--- config.mk ---
export PLATFORM = sky130hd
export DESIGN_NAME = wzcf_div
export DESIGN_NICKNAME = d
export VERILOG_FILES = /design/src/hw/rtl/wzcf_pkg.sv /design/src/hw/rtl/wzcf_div.sv
export SDC_FILE = /design/constraint.sdc
export NUM_CORES = 1
export LEC_CHECK = 0
export ABC_AREA = 1
export ABC_CLOCK_PERIOD_IN_PS = 1470
export BUFFER_PORTS_ARGS = -buffer_cell sky130_fd_sc_hd__buf_2
export CAP_MARGIN = 20
export CORE_ASPECT_RATIO = 1.4
export CORE_UTILIZATION = 47
export CTS_CLUSTER_SIZE = 30
export DETAILED_ROUTE_END_ITERATION = 7
export GPL_TIMING_DRIVEN = 0
export PLACE_DENSITY = 0.81
export SETUP_SLACK_MARGIN = 0.3
export SLEW_MARGIN = 20
export SYNTH_ARGS = -nofsm -noshare
export SYNTH_HDL_FRONTEND = slang
export SYNTH_SLANG_ARGS = --single-unit
--- constraint.sdc ---
create_clock -name i_clk -period 1.47 [get_ports i_clk]
set_input_delay 0.441 -clock i_clk [delete_from_list [all_inputs] [get_ports i_clk]]
set_output_delay 0.441 -clock i_clk [all_outputs]
set_load 0.05 [all_outputs]
--- src/hw/rtl/wzcf_pkg.sv ---
// ----------------------------------------------------------------------------
// wzcf_pkg: shared constants for the zero-crossing frequency unit
// Window and cell sizes, derived field widths and register indexes.
// ----------------------------------------------------------------------------
package wzcf_pkg;

    localparam int WINDOW    = 32;
    localparam int MAX_CELLS = 64;

    localparam int POS_W   = $clog2(WINDOW);
    localparam int CNT_W   = $clog2(WINDOW + 1);
    localparam int CELL_W  = 6;
    localparam int CIU_W   = 7;
    localparam int ADDR_W  = CELL_W + POS_W;
    localparam int DEPTH   = MAX_CELLS * WINDOW;
    localparam int SMP_W   = 16;
    localparam int RATE_W  = 16;
    localparam int THR_W   = 32;
    localparam int FREQ_W  = 23;
    localparam int SUM_W   = SMP_W + POS_W;
    localparam int SQ_W    = 2 * SMP_W - 1 + POS_W;
    localparam int NX_W    = SMP_W + CNT_W + 1;
    localparam int VAR_W   = 2 * SUM_W;
    localparam int LIM_W   = THR_W + 2 * CNT_W;
    localparam int ZC_W    = POS_W;
    localparam int NUM_W   = ZC_W + RATE_W + 7;
    localparam int MIN_N   = 4;

    localparam logic [1:0] REG_SAMPLE_RATE  = 2'd0;
    localparam logic [1:0] REG_CELLS_IN_USE = 2'd1;
    localparam logic [1:0] REG_VAR_THRESH   = 2'd2;

endpackage

--- src/hw/rtl/wzcf_div.sv ---
// ----------------------------------------------------------------------------
// wzcf_div: restoring divider, one quotient bit per cycle
// Divides the scaled crossing count by the sample count.
// ----------------------------------------------------------------------------
module wzcf_div (
    input  logic                         i_clk,
    input  logic                         i_rst_n,
    input  logic                         i_start,
    input  logic [wzcf_pkg::NUM_W-1:0]   i_num,
    input  logic [wzcf_pkg::CNT_W-1:0]   i_den,
    output logic                         o_done,
    output logic [wzcf_pkg::NUM_W-1:0]   o_quot
);

    localparam int STEP_W = $clog2(wzcf_pkg::NUM_W);
    localparam logic [STEP_W-1:0] LAST_STEP = STEP_W'(wzcf_pkg::NUM_W - 1);

    logic                        r_busy;
    logic                        r_done;
    logic [STEP_W-1:0]           r_step;
    logic [wzcf_pkg::CNT_W-1:0]  r_den;
    logic [wzcf_pkg::CNT_W-1:0]  r_rem;
    logic [wzcf_pkg::NUM_W-1:0]  r_q;
    logic [wzcf_pkg::CNT_W:0]    n_trial;
    logic                        n_bit;

    // trial subtract of the next numerator bit
    always_comb begin
        n_trial = {r_rem, r_q[wzcf_pkg::NUM_W-1]};
        n_bit   = (n_trial >= {1'b0, r_den});
    end

    // shift one bit per cycle
    always_ff @(posedge i_clk) begin
        if (!i_rst_n) begin
            r_busy <= 1'b0;
            r_done <= 1'b0;
            r_step <= '0;
        end else begin
            r_done <= 1'b0;
            if (i_start) begin
                r_busy <= 1'b1;
                r_step <= '0;
            end else if (r_busy) begin
                r_step <= r_step + 1'b1;
                if (r_step == LAST_STEP) begin
                    r_busy <= 1'b0;
                    r_done <= 1'b1;
                end
            end
        end
    end

    always_ff @(posedge i_clk) begin
        if (i_start) begin
            r_den <= i_den;
            r_rem <= '0;
            r_q   <= i_num;
        end else if (r_busy) begin
            if (n_bit) begin
                r_rem <= wzcf_pkg::CNT_W'(n_trial - {1'b0, r_den});
            end else begin
                r_rem <= n_trial[wzcf_pkg::CNT_W-1:0];
            end
            r_q <= {r_q[wzcf_pkg::NUM_W-2:0], n_bit};
        end
    end

    assign o_done = r_done;
    assign o_quot = r_q;

endmodule

==> qor.yml <==
floorplanning:
  rows: 29
  core_area_mm2: 0.00464
  ioPinCount: 66
  die_h_um: 85.0
  start_util: 0.498
  die_area_mm2: 0.00521
  chipWidth_um: 61.3
drt:
  drc: 0
  post_drt_wl_per_cell_um: 13.9
  drt_wl_total_mm: 6.04
  via_count: 2134
  first_iter_violations: 126
  via_per_inst: 4.92
  drtPass1Iterations: 4
  postRouteAntennaNets: 0
finish:
  drive_gt1_frac: 0.425
  post-route-util: 0.753
  instances_no_fill: 434
  nets: 417
  antenna_cells: 0
  postLayoutCellArea_mm2: 0.00350
  syn2layout_area_growth_pct: 51.2
logic_synthesis:
  synth.avg_cell_area_um2: 8.89
  yosysMostFrequentCell: "nand2_1"
  synth_cell_types: 29
  syn-num-nets: 306
  synth_edf_count: 34
  synth.largest_area_cell: "edfxtp_1"
  yosys-top-cells-count: "115 x nand2_1, 34 x edfxtp_1, 24 x inv_1, 17 x nand3_1, 13 x dfxtp_1"
  synth_cells: 260
  ys_seq_area_frac: 0.554
  synth-main-ff-cell: "edfxtp_1"
  yosys_register_bits: 47
  synth-async-reset-ratio: 0
  syn-cell-area_mm2: 0.00231
  ys.warnings.count: 0
  yosysTopAreaCellShare: 0.442
  synth_area_leaders: "edfxtp_1 44%, nand2_1 19%, dfxtp_1 11%, ha_1 4.3%, inv_1 3.9%"
place:
  post-place-ws_ns: -0.409
  place.gp.congestion: 0.814
  dp_cells: 387
  port_buffers: 65
  placed_cell_area_mm2: 0.00273
  dpl.hpwl_mm: 3.56
grt:
  grt_pass1_vias: 2043
  overflow: 0
  grt_pass1_wl_mm: 9.13
  track_usage: 0.236
  grt_start_max_net_pins: 16
  antenna_found_initial: 0
sta:
  period_minus_slack_ns: 1.59
  grt_setup_unrepaired: "yes"
  worst_pin_slew_ns: 0.334
  drv_slew: 0
  hold_viol: 0
  post-route-period-util: 1.08
  clock.fmax_mhz: 629
  max_slew_margin: 0.777
  worst_slack_ns: -0.119
  finalSetupTns_ns: -0.614
  finalSetupViolations: 8
  fin_skew_ns: 0.0143
clock_network:
  holdBufCountCts: 0
  clock_path_buffers: 2
  path_clk_slew_ns: 0.09
  cts.root.buffer_cell: "clkbuf_8"
  cts_made_buffers: 5
  insertion_delay_ns: 0.31
  cts_tree: "built"
  ctsHtreeMaxLevel: 2
  cts_sinks: 47
setup_path:
  path_class: "reg -> reg"
  crit_path_end_kind: "flop"
  arrival_ns: 1.79
  reg2reg_to: "r_rem[4]"
  cp_data_required_time_ns: 1.67
  reg2reg_slack_ns: -0.12
  worstSetupStartpointType: "flop"
  reg2reg_depth: 7
  crit_fanout: 2
  rr_startpoint: "r_den[0]"
pwr:
  power.density_mw_per_mm2: 1040
  vdd_drop_max_mv: 0.751
  static-leakage-power_nw: 1.69
worst_hold_path:
  min-delay-start: "i_den[1]"
  hp-class: "in -> reg"
  hold_end: "r_den[1]"
  holdPathStages: 1
outcome:
  violations: "setup timing"
  outcome: "finished with violations"
job:
  maxCapViolCount: 0
-- how the worst max path moves through the flow --
stage	start	endpoint	slack [ns]	depth (start not counted)
6_report	r_den[0]	r_rem[4]	-0.12	7
4_1_cts	r_den[0]	r_rem[1]	-0.09	8
3_5_place_dp	i_start	o_quot[13]	-0.41	3
2_1_floorplan	o_quot[27]	r_rem[4]	-0.31	8
3_3_place_gp	i_start	o_quot[14]	-0.40	3
5_1_grt	o_quot[27]	r_rem[4]	-0.17	9
-- cell families after synthesis --
group	share of synthesized area
compound gates	0.0217
flops	0.554
xor+xnor	0.0114
fa+ha+maj	0.0520
buf+inv	0.0546
simple gates	0.306
-- layout by cell type (no fill, tap or decap), drive strengths merged --
master,count
clkbuf,8
nand2,120
edfxtp,34
xor2,2
fa,1
o211ai,1
dfxtp,13
or2,1
o21bai,1
a21oi,5
clkinvlp,2
nand3,19
nor3b,1
buf,107
a31oi,1
clkinv,3
inv,24
ha,8
nor2,13
nand3b,3
nor3,2
nand4,2
xnor2,1
-- area by class of cell --
| class | count | area (um^2) |
|---|---|---|
| fillers | 332 | 1150 |
| repair inverters | 1 | 7.51 |
| clock inverters | 2 | 8.76 |
| well taps | 62 | 77.6 |
| inverters | 26 | 101 |
| flip-flops and latches | 47 | 1290 |
| multi-input cells | 181 | 1060 |
| repair buffers | 103 | 847 |
| plain buffers | 6 | 32.5 |
| clock buffers | 6 | 72.6 |
-- repair_timing --
item	in CTS	in global routing
gates resized for setup	74	23
pin swaps	2	9
endpoints found under the hold margin	0	0
setup buffers	16	22
endpoints found under the setup margin	84	76
cloned	1	0
-- state kept, by name, indices dropped and copies added, names as in the netlist --
register	cells
o_done	1
o_quot	28
r_busy	1
r_rem	6
r_den	6
r_step	5
-- per-layer routing --
| metal | part of all wire | vias up | GRT usage |
|---|---|---|---|
| met5 | 0 | - | 0 |
| met3 | 0.050 | 10 | 0.0564 |
| met2 | 0.53 | 72 | 0.396 |
| met1 | 0.40 | 998 | 0.284 |
| li1 | - | 1054 | - |
| met4 | 0.018 | 0 | 0.0888 |
-- critical path, cell delays in order (launching register included) --
cell	delay, ns
edfxtp_1	0.42
ha_2	0.20
fa_2	0.35
nand3b_1	0.20
nand4_1	0.10
nand3_1	0.09
nand3_1	0.08
nand2_1	0.05
-- power breakdown --
part / total, mW / leakage, nW / internal (mW) / switching, mW
registers: 1.66 / 0.454 / 1.56 / 0.0963
clock network: 0.755 / 0.0426 / 0.328 / 0.427
logic: 1.22 / 1.20 / 0.520 / 0.702
total: 3.63 / 1.69 / 2.41 / 1.23
-- per-stage QoR --
step	power, mW	hold slack, ns
3_3_place_gp	2.49	0.458
6_report	3.63	0.307
4_1_cts	3.49	0.303
5_1_grt	3.78	0.305
2_1_floorplan	2.29	0.441
3_5_place_dp	2.51	0.468
No activity file was read; power rests on OpenSTA's default activity.
